## config.mk

```make
export PLATFORM = sky130hd
export DESIGN_NAME = tsp_fifo
export DESIGN_NICKNAME = d
export VERILOG_FILES = /design/src/sv/tsp_pkg.sv /design/src/sv/tsp_fifo.sv
export SDC_FILE = /design/constraint.sdc
export NUM_CORES = 1
export LEC_CHECK = 0
export BUFFER_PORTS_ARGS = -buffer_cell sky130_fd_sc_hd__buf_4
export CAP_MARGIN = 15
export CELL_PAD_IN_SITES_DETAIL_PLACEMENT = 2
export CELL_PAD_IN_SITES_GLOBAL_PLACEMENT = 2
export CORE_MARGIN = 2
export CORE_UTILIZATION = 39
export CTS_BUF_LIST = sky130_fd_sc_hd__clkbuf_8
export DETAILED_ROUTE_END_ITERATION = 8
export GPL_ROUTABILITY_DRIVEN = 1
export GPL_TIMING_DRIVEN = 0
export PLACE_DENSITY_LB_ADDON = 0.1
export SYNTH_ARGS = -nofsm -noshare
export SYNTH_HDL_FRONTEND = slang
export SYNTH_SLANG_ARGS = --single-unit
```

## constraint.sdc

```tcl
create_clock -name clk -period 1.5 [get_ports clk]
set_input_delay 0.075 -clock clk [delete_from_list [all_inputs] [get_ports clk]]
set_output_delay 0.075 -clock clk [all_outputs]
set_load 0.02 [all_outputs]
```

## src/sv/tsp_pkg.sv

```systemverilog
`default_nettype none
package tsp_pkg;

  typedef enum logic [1:0] {
    FUNC_WRITE    = 2'd0,
    FUNC_POINT    = 2'd1,
    FUNC_BILINEAR = 2'd2
  } func_t;

  localparam logic REG_TEX_WIDTH  = 1'b0;
  localparam logic REG_TEX_HEIGHT = 1'b1;

  localparam int CFG_BITS   = 9;
  localparam int COORD_BITS = 24;
  localparam int LEVEL_BITS = 16;
  localparam logic [LEVEL_BITS-1:0] LEVEL_MAX = 16'hFF00;

  typedef struct packed {
    logic do_write;
    logic do_sample;
  } op_t;

endpackage
`default_nettype wire

```

## src/sv/tsp_fifo.sv

```systemverilog
`default_nettype none
module tsp_fifo import tsp_pkg::*; #(
  parameter int WIDTH = 8,
  parameter int DEPTH = 4
) (
  input  wire logic             clk,
  input  wire logic             rst,
  input  wire logic             push,
  input  wire logic [WIDTH-1:0] push_data,
  input  wire logic             pop,
  output logic      [WIDTH-1:0] pop_data,
  output logic                  full,
  output logic                  empty
);
  localparam int AW = (DEPTH > 2) ? $clog2(DEPTH) : 1;
  localparam int CW = $clog2(DEPTH + 1);

  logic [WIDTH-1:0] slots [DEPTH];
  logic [AW-1:0]    wr_ptr;
  logic [AW-1:0]    rd_ptr;
  logic [CW-1:0]    count;

  assign full     = (count == CW'(DEPTH));
  assign empty    = (count == '0);
  assign pop_data = slots[rd_ptr];

  always_ff @(posedge clk) begin
    if (push) begin
      slots[wr_ptr] <= push_data;
    end
  end

  always_ff @(posedge clk) begin
    if (rst) begin
      wr_ptr <= '0;
      rd_ptr <= '0;
      count  <= '0;
    end else begin
      if (push) begin
        wr_ptr <= (wr_ptr == AW'(DEPTH - 1)) ? '0 : wr_ptr + AW'(1);
      end
      if (pop) begin
        rd_ptr <= (rd_ptr == AW'(DEPTH - 1)) ? '0 : rd_ptr + AW'(1);
      end
      if (push && !pop) begin
        count <= count + CW'(1);
      end else if (pop && !push) begin
        count <= count - CW'(1);
      end
    end
  end

  a_no_overflow: assert property (@(posedge clk) disable iff (rst)
    full && !pop |-> !push) else $error("queue overflow");
  a_no_underflow: assert property (@(posedge clk) disable iff (rst)
    empty |-> !pop) else $error("queue underflow");
  a_count_range: assert property (@(posedge clk) disable iff (rst)
    count <= CW'(DEPTH)) else $error("queue count out of range");

endmodule
`default_nettype wire

```

==> summary.md <==
| Metric | Value |
|---|---|
| Run status | complete, but fails checks |
| Failing checks | negative setup slack |
| Post-CTS Setup Bufs | 0 |
| Yosys top cell by area | edfxtp_1 |
| Die area | 4620 um2 |
| Share of cells above drive strength 1 | 0.341 |
| Avg Inst Size Synth | 18.6 um2 |
| Setup WS post-layout | -0.0381 ns |
| Drt wl/cell | 17.6 um |
| Worst setup SP type | flip-flop |
| Cell row count | 23 |
| Fin nets | 141 |
| Setup Viol. Count Final | 8 |
| Period utilization | 1.03 |
| Lkg Pwr | approximately 0.77 nW |
| Starting density of the core | 0.402 |
| Post-route minimum period | 1.54 ns |
| Clock-pin transition on the worst setup and hold timing paths | 0.08 ns |
| Sink Count | approximately 40 |
| Pin count of the biggest net entering global routing | 14 |
| Placed insts | 157 |
| Worst-Margin Slew | 0.462 ns |
| Final ANT Viol Nets | 0 |
| Total CTS buffers | 5 |
| Antenna cells | 0 |
| DP Wirelength | 2130 um |
| Final Hold Vio Count | 0 |
| Peak VDD IR | a little over 600 uV |
| Area Overhead vs Synth | 29.1% |
| Worst-path maximum fanout | 8 |
| Skew-Pair Late Insertion Delay | roughly 0.29 ns |
| # DRC | 0 |
| Final Instance Count excl. Fillers | 173 |
| Syn nets | 105 |
| Hold crit path type | in -> reg |
| CP cell instances | buf_12, mux4_2, buf_6 |
| FMAX | 650 MHz |
| H-tree Lvls | 2 |
| First drt pass iteration count | 2 |
| Die Ht | around 70 um |
| Clk_skew | 0.00449 ns |
| Final core utilization | 0.520 |
| Overall Global Routing Usage | 0.151 |
| Routed via count | 852 |
| Mapped Area | 1600 um2 |
| Initial antenna violation count | 0 |
| Yosys top cell area share | 0.601 |
| Port Buffers | 21 |
| Initial drt markers | 22 |
| Register bit count reported by yosys | 41 |
| Yosys cell types | 17 |
| First-pass GRT wire length | 4730 um |
| Detailed Route WL | 3040 um |
| CP delay by family, top | multiplexers |
| Die width | 68.0 um |
| Cell Pwr Density | around 1300 nW/um2 |
| Fin. max-slew vios | 0 |
| CTS tree | yes |
| Max Cap Viol | 0 |
| Worst EP arrival | 1.46 ns |
| Synth warn | 0 |
| GRT overflow | 0 |
| Avg Vias per Cell | 4.92 |
| Core area | 3970 um2 |
| Synth async-reset ratio | 0 |
| Worst slew margin | 0.692 |
| Top cells by area, synth | edfxtp_1 (60%), dfxtp_1 (11%), mux4_2 (11%), ha_1 (4.7%), mux2i_1 (2.5%) |
| Unrepaired setup endpoints after global routing | true |
| EDFF count, synth | 32 |
| Cells after synthesis | 86 |
| Worst EP required | 1.42 ns |
| Worst Path Buf+Inv | 2 |
| Placer congestion estimate | a little over 0.6 |
| WS Path Type | reg -> out |
| Dominant synthesized flop cell | edfxtp_1 |
| Clk root buf | clkbuf_8 |
| Crit. End Element | output port |
| Number of global-route vias before repair | 928 |
| Max stage delay on crit path | 0.53 ns |
| Critical Path Slowest Stage Cell | mux4_2 |
| Sequential-to-total area share from yosys stat | 0.714 |
| Ports | 22 |
| Max Buffers Root-to-Sink | 2 |
flip-flops by register name, summed over array words and instances, names as in the netlist, named ones only:
signal,count
slots,32
count,3
rd_ptr,2
wr_ptr,2
cells in the mapped netlist, drive strengths merged, types with 2 or more instances:
library cell,instances
and2,4
xor2,2
dfxtp,9
edfxtp,32
a21oi,2
nor3b,2
mux4,8
inv,4
nor2,7
ha,6
mux2i,4
per-stage QoR:
stage                     hold slack [ns]  power [mW]  setup TNS (ns)  cell area, um2  worst slack, ns
after floorplan                     0.144        1.55               0            1600            0.109
after global placement              0.275        1.68         -0.0311            1820          -0.0311
after detailed placement            0.279        1.70          -0.102            1820           -0.102
after CTS                         0.00594        2.67          -0.251            2060          -0.0625
after global routing              0.00144        2.76          -0.617            2060           -0.106
final                             0.00446        2.63          -0.101            2060          -0.0381
final timing paths:
kind	from	to	slack, ns	cells after the start
worst max-delay path	flip-flop	pop_data[4]	-0.04	3
worst min-delay path	rst	count[2]	0.004	2
worst max register to register	count[0]	count[2]	0.04	4
worst min register to register	count[2]	count[2]	0.54	2
cells in the final DEF (no fill, tap or decap), types with 2 or more instances in the layout:
master	n
mux2i_1	4
buf_4	13
ha_1	6
nor3b_1	2
nor2_1	7
buf_6	8
inv_1	4
and2_1	4
clkbuf_8	6
dlygate4sd3_1	8
dfxtp_2	2
edfxtp_1	32
xor2_1	2
dfxtp_1	7
mux4_2	8
area by class of cell:
class                           count  area [um2]
Buffer                              2        25.0
Inverter                            4        15.0
Clock buffer                        6        82.6
Clock inverter                      2        37.5
Timing Repair Buffer               29         268
Sequential cell                    41        1140
Multi-Input combinational cell     39         429
Tap cell                           50        62.6
Fill cell                         357        1910
metal layers:
layer | GRT usage | share of wire | vias to the layer above
met4 | 0.0600 | 0.0046 | 0
met2 | 0.244 | 0.53 | 16
li1 | - | - | 401
met1 | 0.188 | 0.43 | 433
met3 | 0.0493 | 0.036 | 2
met5 | 0 | 0 | -
repair_timing:
item,in CTS,in global routing
gates cloned,0,0
gates resized for setup,11,2
hold buffers,8,0
endpoints found under the setup margin,8,9
hold endpoints to repair,32,0
where the power goes:
part / total (mW) / internal, mW / switching [mW] / leakage, nW
registers: 1.33 / 1.29 / 0.0389 / 0.369
logic: 0.386 / 0.200 / 0.186 / 0.339
clock network: 0.909 / 0.541 / 0.368 / 0.0574
cell families (layout without fill, tap and decap cells):
group,Yosys count,count (layout),synth area share
fa+ha+maj,7,7,0.0595
mux,12,12,0.138
xor+xnor,2,2,0.0110
compound gates,3,3,0.00939
buf+inv,6,43,0.0196
simple gates,15,15,0.0485
flops,41,41,0.714
Note: power is estimated with default switching activity, not from simulation.
