[config.mk]
export PLATFORM = sky130hd
export DESIGN_NAME = tsp_front
export DESIGN_NICKNAME = d
export VERILOG_FILES = /design/src/sv/tsp_pkg.sv /design/src/sv/tsp_front.sv
export SDC_FILE = /design/constraint.sdc
export NUM_CORES = 1
export LEC_CHECK = 0
export BUFFER_PORTS_ARGS = -buffer_cell sky130_fd_sc_hd__buf_2
export CAP_MARGIN = 10
export CORE_MARGIN = 2
export CORE_UTILIZATION = 54
export CTS_BUF_LIST = sky130_fd_sc_hd__clkbuf_4 sky130_fd_sc_hd__clkbuf_8
export DETAILED_ROUTE_END_ITERATION = 8
export GPL_ROUTABILITY_DRIVEN = 1
export GPL_TIMING_DRIVEN = 0
export PLACE_DENSITY = 0.76
export SLEW_MARGIN = 25
export SYNTH_ARGS = -nofsm -noshare
export SYNTH_HDL_FRONTEND = slang
export SYNTH_SLANG_ARGS = --single-unit
export TNS_END_PERCENT = 100
[constraint.sdc]
create_clock -name clk -period 20 [get_ports clk]
set_clock_uncertainty 0.2 [all_clocks]
set_input_delay 3 -clock clk [delete_from_list [all_inputs] [get_ports clk]]
set_output_delay 3 -clock clk [all_outputs]
set_load 0.05 [all_outputs]
[src/sv/tsp_pkg.sv]
`default_nettype none
package tsp_pkg;

  typedef enum logic [1:0] {
    FUNC_WRITE    = 2'd0,
    FUNC_POINT    = 2'd1,
    FUNC_BILINEAR = 2'd2
  } func_t;

  localparam logic REG_TEX_WIDTH  = 1'b0;
  localparam logic REG_TEX_HEIGHT = 1'b1;

  localparam int CFG_BITS   = 9;
  localparam int COORD_BITS = 24;
  localparam int LEVEL_BITS = 16;
  localparam logic [LEVEL_BITS-1:0] LEVEL_MAX = 16'hFF00;

  typedef struct packed {
    logic do_write;
    logic do_sample;
  } op_t;

endpackage
`default_nettype wire

[src/sv/tsp_front.sv]
`default_nettype none
module tsp_front import tsp_pkg::*; #(
  parameter int MAX_WIDTH   = 256,
  parameter int MAX_HEIGHT  = 256,
  parameter int WEIGHT_BITS = 8,
  parameter int XW          = 8,
  parameter int YW          = 8,
  parameter int EW          = 2 + 2 * XW + 2 * YW + 2 * WEIGHT_BITS + 24
) (
  input  wire logic                  clk,
  input  wire logic                  rst,
  input  wire logic                  cfg_write,
  input  wire logic                  cfg_index,
  input  wire logic [CFG_BITS-1:0]   cfg_data,
  input  wire logic [1:0]            func,
  input  wire logic [COORD_BITS-1:0] coord_u,
  input  wire logic [COORD_BITS-1:0] coord_v,
  input  wire logic [7:0]            write_col,
  input  wire logic [7:0]            write_row,
  input  wire logic [7:0]            write_red,
  input  wire logic [7:0]            write_green,
  input  wire logic [7:0]            write_blue,
  output logic                       has_work,
  output logic [EW-1:0]              entry
);
  logic [CFG_BITS-1:0] tex_width;
  logic [CFG_BITS-1:0] tex_height;
  logic [CFG_BITS-1:0] eff_w;
  logic [CFG_BITS-1:0] eff_h;
  logic                is_point;
  logic [25:0]         pu;
  logic [25:0]         pv;
  logic [9:0]          iu1;
  logic [9:0]          iu2;
  logic [9:0]          iv1;
  logic [9:0]          iv2;
  logic [XW-1:0]       x1;
  logic [XW-1:0]       x2;
  logic [YW-1:0]       y1;
  logic [YW-1:0]       y2;
  logic [WEIGHT_BITS-1:0] fx;
  logic [WEIGHT_BITS-1:0] fy;
  op_t                 op;

  // Point samples clamp to 0..1; bilinear samples keep the fraction only.
  function automatic logic [25:0] scale(input logic [COORD_BITS-1:0] c,
                                        input logic [CFG_BITS-1:0] size,
                                        input logic pt);
    logic [16:0] opnd;
    if (pt) begin
      if (c[COORD_BITS-1]) begin
        opnd = '0;
      end else if (c[COORD_BITS-2:0] > 23'd65536) begin
        opnd = 17'h10000;
      end else begin
        opnd = c[16:0];
      end
    end else begin
      opnd = {1'b0, c[15:0]};
    end
    return 26'(size) * 26'(opnd);
  endfunction

  function automatic logic [9:0] wrap_idx(input logic [9:0] i,
                                          input logic [CFG_BITS-1:0] size);
    return (i >= {1'b0, size}) ? '0 : i;
  endfunction

  always_ff @(posedge clk) begin
    if (rst) begin
      tex_width  <= 9'd256;
      tex_height <= 9'd256;
    end else if (cfg_write) begin
      case (cfg_index)
        REG_TEX_WIDTH:  tex_width  <= cfg_data;
        REG_TEX_HEIGHT: tex_height <= cfg_data;
        default: ;
      endcase
    end
  end

  always_comb begin
    if (tex_width == '0) eff_w = 9'd1;
    else if (32'(tex_width) > MAX_WIDTH) eff_w = 9'(MAX_WIDTH);
    else eff_w = tex_width;
    if (tex_height == '0) eff_h = 9'd1;
    else if (32'(tex_height) > MAX_HEIGHT) eff_h = 9'(MAX_HEIGHT);
    else eff_h = tex_height;
  end

  assign is_point = (func_t'(func) == FUNC_POINT);
  assign pu  = scale(coord_u, eff_w, is_point);
  assign pv  = scale(coord_v, eff_h, is_point);
  assign iu1 = wrap_idx(pu[25:16], eff_w);
  assign iv1 = wrap_idx(pv[25:16], eff_h);
  assign iu2 = wrap_idx(iu1 + 10'd1, eff_w);
  assign iv2 = wrap_idx(iv1 + 10'd1, eff_h);

  always_comb begin
    op = '0;
    x1 = XW'(iu1);
    x2 = XW'(iu2);
    y1 = YW'(iv1);
    y2 = YW'(iv2);
    fx = is_point ? '0 : pu[15 -: WEIGHT_BITS];
    fy = is_point ? '0 : pv[15 -: WEIGHT_BITS];
    case (func_t'(func))
      FUNC_WRITE: begin
        op.do_write = ({1'b0, write_col} < eff_w) && ({1'b0, write_row} < eff_h);
        x1 = XW'(write_col);
        y1 = YW'(write_row);
      end
      FUNC_POINT:    op.do_sample = 1'b1;
      FUNC_BILINEAR: op.do_sample = 1'b1;
      default: ;
    endcase
  end

  assign has_work = op.do_write || op.do_sample;
  assign entry = {op, x1, x2, y1, y2, fx, fy, write_red, write_green, write_blue};

endmodule
`default_nettype wire

==> flow_summary.ini, run 1 <==
[run_status]
status = finished clean

[clock_tree]
cts-root-buf = clkbuf_8
clkTransAtPathRegs_ns = 0.06
cts.path.max_buffers = 2
postCtsResizedCells = 0
tritoncts = done
cts_hold_buf = 0
cts.sinks = 18
post_cts.repair.setup_buffers = 0
numCtsBuffers = 3
clock_latency_ns = 0.25
cts.htree.levels = 1

[yosys]
synthesis.area_um2 = 12400
synth_edf_count = 0
synth_area_leader_cell = fa_1
synth_top_area_share_pct = 33.9
ys_seq_area_share_pct = 2.91
ys.flop_type = dfxtp_1
synth-seq-cells = 18
synthTopCellsByArea = fa_1 34%, ha_1 14%, and2_1 8.2%
yosysWarnings = 0
ys_async_sr_fraction_pct = 0
synth_common_cells = 255 x inv_1, 218 x nand2_1, 210 x fa_1
yosysUniqueCellTypes = 68
synth_cells = 1559
synth_area_per_cell_um2 = 7.95
synth_fp_nets = 2008
synth_most_common_cell = inv_1

[die]
row_count = 55
coreArea_um2 = 22600
die_h_um = 156
start_util_pct = 54.9
dieArea_um2 = 24200
num_io_pins = 178
die_w_um = 156

[route]
dr.pass1.iters = 5
vias = 11200
vias_per_cell = 5.68
drt-initial-drc-count = 751
drcViolationCount = 0
wirelength_mm = 34.6
ant_nets = 0
routedWlPerCell_um = 17.5

[layout]
fin_cells = 1971
area_growth_pct = 8.29
final_net_count = 2136
num_antenna_cells = 0
drive_above_1_share_pct = 10.3
nFillCells = 2087

[critical_path]
required_ns = 16.80
crit_family = adder cells
critical_path.startpoint_type = input pin
crit_start = func[1]
crit_path_end_kind = primary output
crit_slowest_cell = xnor2_1
path_buf_inv = 11
max_stage_delay_ns = 0.57
crit_fanout = 10
arrival_ns = 14.42
critical_path_class = input pin to primary output
r2r_start = tex_width[8]

[timing]
tns_ns = 0
finalCritPeriodShare_pct = 88.1
worst_pin_slew_ns = 0.877
grt_setup_unrepaired = false
fmax_ghz = 0.0568
slew_viol_final = 0
fin_crit_ns = 17.62
hold_viol = 0
slew_headroom_pct = 41.1
setup_violations = 0

[global_routing]
grt_use_met3_pct = 3.54
use_met1_pct = 42.7
gr-usage-met2_pct = 47.2
gr-total-overflow = 0
grt_pass1_vias = 10900
grt_pass1_wl_mm = 56.3
grt.busiest_layer = met2
antenna_found_initial = 0
grt_use_total_pct = 29.2
grt_max_degree = 12

[power_and_ir_drop]
powerDensity_nw_per_um2 = 27.8
leakage_nw = 7.05
ir_worst_vdd_v = 0.0000455

[placed_design]
io_buffers = 123
dp.cells = 1967
dp_hpwl_mm = 29.1
gp_congestion = 0.955

[job]
maxCapViolCount = 0

[worst_hold_path]
min-delay-start = tex_width[4]
hp-class = register to register
==> through the flow <==
stage               total power [mW]  util, %  setup slack [ns]  instance area, µm²  hold slack, ns
finish                         0.373     59.5              2.38               13400           0.272
global route                   0.403     59.5              1.49               13400           0.309
CTS                            0.372     59.5              2.39               13400           0.272
detailed placement             0.340     59.2              2.43               13400           0.262
global placement               0.336     59.2              2.46               13400           0.252
floorplan                      0.264        -              3.80               12400           0.236
==> final cells by class <==
cell class	instances	area [µm²]	share of cell area [%]
tap	285	357	2.66
multi-input combinational	1193	10600	79.2
inverter	255	957	7.13
sequential	18	360	2.68
timing repair buffer	123	616	4.59
clock buffer	4	55.1	0.410
buffer	93	445	3.32
==> registers in the layout (all words and copies together), names as in the netlist <==
| register | flops |
|---|---|
| tex_height | 9 |
| tex_width | 9 |
==> tightest hold or removal path: cells and delay by family (launching register included) <==
kind,cells,cell delay [ns]
flip-flops,1,0.32
AND/OR/NAND/NOR,1,0.05
AO/OA/AOI/OAI,1,0.05
==> logic make-up (layout without fill, tap and decap cells) <==
kind of cell / Yosys count / after routing / share of synthesized area [%]
AO/OA/AOI/OAI: 209 / 209 / 10.9
XOR/XNOR: 50 / 50 / 3.59
adder cells (fa/ha/maj): 346 / 346 / 47.6
buffers and inverters: 348 / 475 / 11.3
flip-flops: 18 / 18 / 2.91
multiplexers: 1 / 1 / 0.0908
AND/OR/NAND/NOR: 587 / 587 / 23.6
==> path summary, 6_finish.rpt <==
path / to / slack [ns] / cells past startpoint
worst max register to register: tex_width[8] / 18.22 / 4
worst max-delay path: entry[41] / 2.38 / 47
worst min-delay path: tex_width[4] / 0.27 / 2
worst min register to register: tex_width[4] / 0.27 / 2
==> per-layer routing <==
metal  vias to the layer above  share of wire, %
met1                      5436                44
met2                       529                46
met3                        59               8.3
met5                         -                 0
li1                       5177                 -
met4                         0               2.1
==> placed cells by master (no fill, tap or decap), drive strengths merged, types with 20 or more instances in the layout <==
cell	instances
inv	255
nand2	218
fa	210
buf	169
and2	163
ha	136
nor2	93
a21oi	77
clkbuf	51
o21ai	32
xnor2	30
nor3	23
nand3	22
a21o	20
xor2	20
==> where the power goes <==
part	total, mW	switching, mW	internal, mW	leakage (nW)
Clock	0.0297	0.0122	0.0175	0.0288
Sequential	0.0396	0.00196	0.0376	0.147
Combinational	0.304	0.211	0.0924	6.88
Note: power is estimated with default switching activity, not from simulation.
==> inputs of run 2 (changes only) <==
Settings changed: ABC_AREA from default to 1.
==> run 2 against run 1 <==
Compared with the run above: combinational power increased by 52%; largest cell class unchanged; critical endpoint is now entry[60]; clock power about the same; register-to-register slack lost 0.10 ns; final cell count increased by 19%; sequential power about the same; wire length rose by 6.6%.
==> flow_summary.ini, run 2 <==
[run_status]
status = finished clean

[power_and_ir_drop]
leakage_nw = 8.02
power_mw = 0.531
ir_worst_vdd_v = 0.0000504
p_sw_mw = 0.340
seqPwrFrac_pct = 7.4
powerDensity_nw_per_um2 = 37.9
swShare_pct = 64.0
p_int_mw = 0.191
combPwrFrac_pct = 87.0
clkPwrFrac_pct = 5.6

[global_routing]
grt_use_total_pct = 30.7
grt_pass1_wl_mm = 60.7
grt_pass1_vias = 12300
grt_max_degree = 13
gr-total-overflow = 0
antenna_found_initial = 0

[layout]
final_net_count = 2467
area_growth_pct = 9.54
top_regs = tex_height: 9 flops, tex_width: 9 flops
drive_above_1_share_pct = 11.3
num_antenna_cells = 0
multiInputGateArea_um2 = 10500
most-common-layout-cells = 427 x inv_1, 342 x nand2_1, 331 x nor2_1
ff_latch_area_um2 = 360
layout_commonest_cell = inv_1
nFillCells = 2192
fin_cells = 2336

[critical_path]
required_ns = 16.80
r2r_start = tex_width[8]
crit_family = simple AND/OR/NAND/NOR gates
reg2reg_depth = 4
rrSetupSlack_ns = 18.12
critical_path_class = input pin to primary output
crit_slowest_cell = a2111oi_0
max_stage_delay_ns = 0.62
crit_path_end_kind = primary output
path_buf_inv = 11
critical_path.startpoint_type = input pin
arrival_ns = 13.28
crit_fanout = 10
r2r_end = tex_width[8]
path_common_cell = nand2_1

[route]
vias_per_cell = 5.31
ant_nets = 0
drt-initial-drc-count = 794
drcViolationCount = 0
dr.pass1.iters = 6
routedWlPerCell_um = 15.8
wirelength_mm = 36.8
vias = 12400

[placed_design]
io_buffers = 153
gp_congestion = 0.999
dp_hpwl_mm = 32.0
dp.cells = 2332

[yosys]
synth_cells = 1860
synth_area_per_cell_um2 = 6.88
ys.flop_type = dfxtp_1
synth_common_cells = 427 x inv_1, 342 x nand2_1, 331 x nor2_1
yosysUniqueCellTypes = 44
synth_most_common_cell = inv_1
ys_async_sr_fraction_pct = 0
yosysWarnings = 0
ys_seq_area_share_pct = 2.82
synth_top_area_share_pct = 32.9
synth_edf_count = 0
synthesis.area_um2 = 12800
synthTopCellsByArea = fa_1 33%, ha_1 13%, inv_1 13%
synth_fp_nets = 2309
synth-seq-cells = 18
synth_area_leader_cell = fa_1

[timing]
slew_headroom_pct = 33.6
hold_viol = 0
worst_pin_slew_ns = 0.995
grt_setup_unrepaired = false
slew_viol_final = 0
setup_violations = 0
fmax_ghz = 0.0607
whs_ns = 0.284
tns_ns = 0
fin_crit_ns = 16.48
finalCritPeriodShare_pct = 82.4

[clock_tree]
clock_latency_ns = 0.25
cts_hold_buf = 0
postCtsResizedCells = 0
cts.sinks = 18
numCtsBuffers = 3
clkTransAtPathRegs_ns = 0.07
post_cts.repair.setup_buffers = 0
cts-root-buf = clkbuf_8
cts.htree.levels = 1
cts.path.max_buffers = 2
tritoncts = done

[die]
start_util_pct = 54.8
num_io_pins = 178
coreArea_um2 = 23300
dieArea_um2 = 24900
row_count = 56
die_w_um = 158
die_h_um = 158

[worst_hold_path]
min-delay-start = tex_height[1]
hp-class = register to register
hold_path_depth = 2
hold_end = tex_height[1]

[job]
maxCapViolCount = 0
-- run 2: cell types whose count changed after synthesis, sizes merged, moves of 22 or more --
cell and change:
nor2 +251, inv +173, and2 -163, nand2 +139, o21ai +40, nand3 +26, clkbuf -24, xnor2 -22
-- run 2: kinds of logic (layout without fill, tap and decap cells) --
kind of cell / Yosys count / in the layout / share of synthesized area [%]
AOI/OAI and AO/OA: 196 / 196 / 8.59
xor gates and xnor gates: 20 / 20 / 1.55
buffers and inverters: 484 / 641 / 14.9
and+or+nand+nor: 796 / 796 / 26.0
DFF: 18 / 18 / 2.82
adders and majority gates: 346 / 346 / 46.2
-- run 2: worst max-delay path by stage --
stage / cells past startpoint / startpoint / slack, ns / endpoint
after floorplan: 46 / func[1] / 5.36 / entry[40]
after detailed placement: 50 / coord_u[15] / 3.71 / entry[58]
after global placement: 50 / coord_u[15] / 3.86 / entry[61]
final: 50 / coord_u[15] / 3.52 / entry[60]
after CTS: 50 / coord_u[15] / 3.66 / entry[58]
after global routing: 50 / coord_u[15] / 2.83 / entry[57]
-- run 2: layer usage --
metal	GRT usage [%]	wire, µm	vias up
met3	4.24	3120	70
met4	8.53	1010	0
met1	41.5	15400	5856
li1	-	-	5926
met2	51.8	17300	545
met5	0	0	-
-- run 2: tightest hold or removal path, cell delays in order, from the launching register on --
cell,delay (ns)
dfxtp_1,0.32
inv_1,0.07
a21oi_1,0.06
-- run 2: area by class of cell --
| class | count | area share, % |
|---|---|---|
| inverter | 428 | 11.5 |
| tap | 319 | 2.85 |
| sequential | 18 | 2.57 |
| buffer | 56 | 2.15 |
| timing repair buffer | 153 | 5.46 |
| multi-input combinational | 1358 | 75.1 |
| clock buffer | 4 | 0.393 |
-- run 2: through the flow --
stage	util (%)	setup slack, ns	instance area, µm²
2_1_floorplan	-	5.36	12800
3_3_place_gp	59.8	3.86	14000
3_5_place_dp	59.8	3.71	14000
4_1_cts	60.1	3.66	14000
5_1_grt	60.1	2.83	14000
6_report	60.1	3.52	14000
-- run 2: power groups by stage --
stage | registers, mW | clock network, mW | logic (mW)
final | 0.0394 | 0.0298 | 0.462
after global routing | 0.0396 | 0.0316 | 0.510
after CTS | 0.0394 | 0.0302 | 0.459
after detailed placement | 0.0402 | 0 | 0.453
after global placement | 0.0401 | 0 | 0.449
after floorplan | 0.0398 | 0 | 0.339
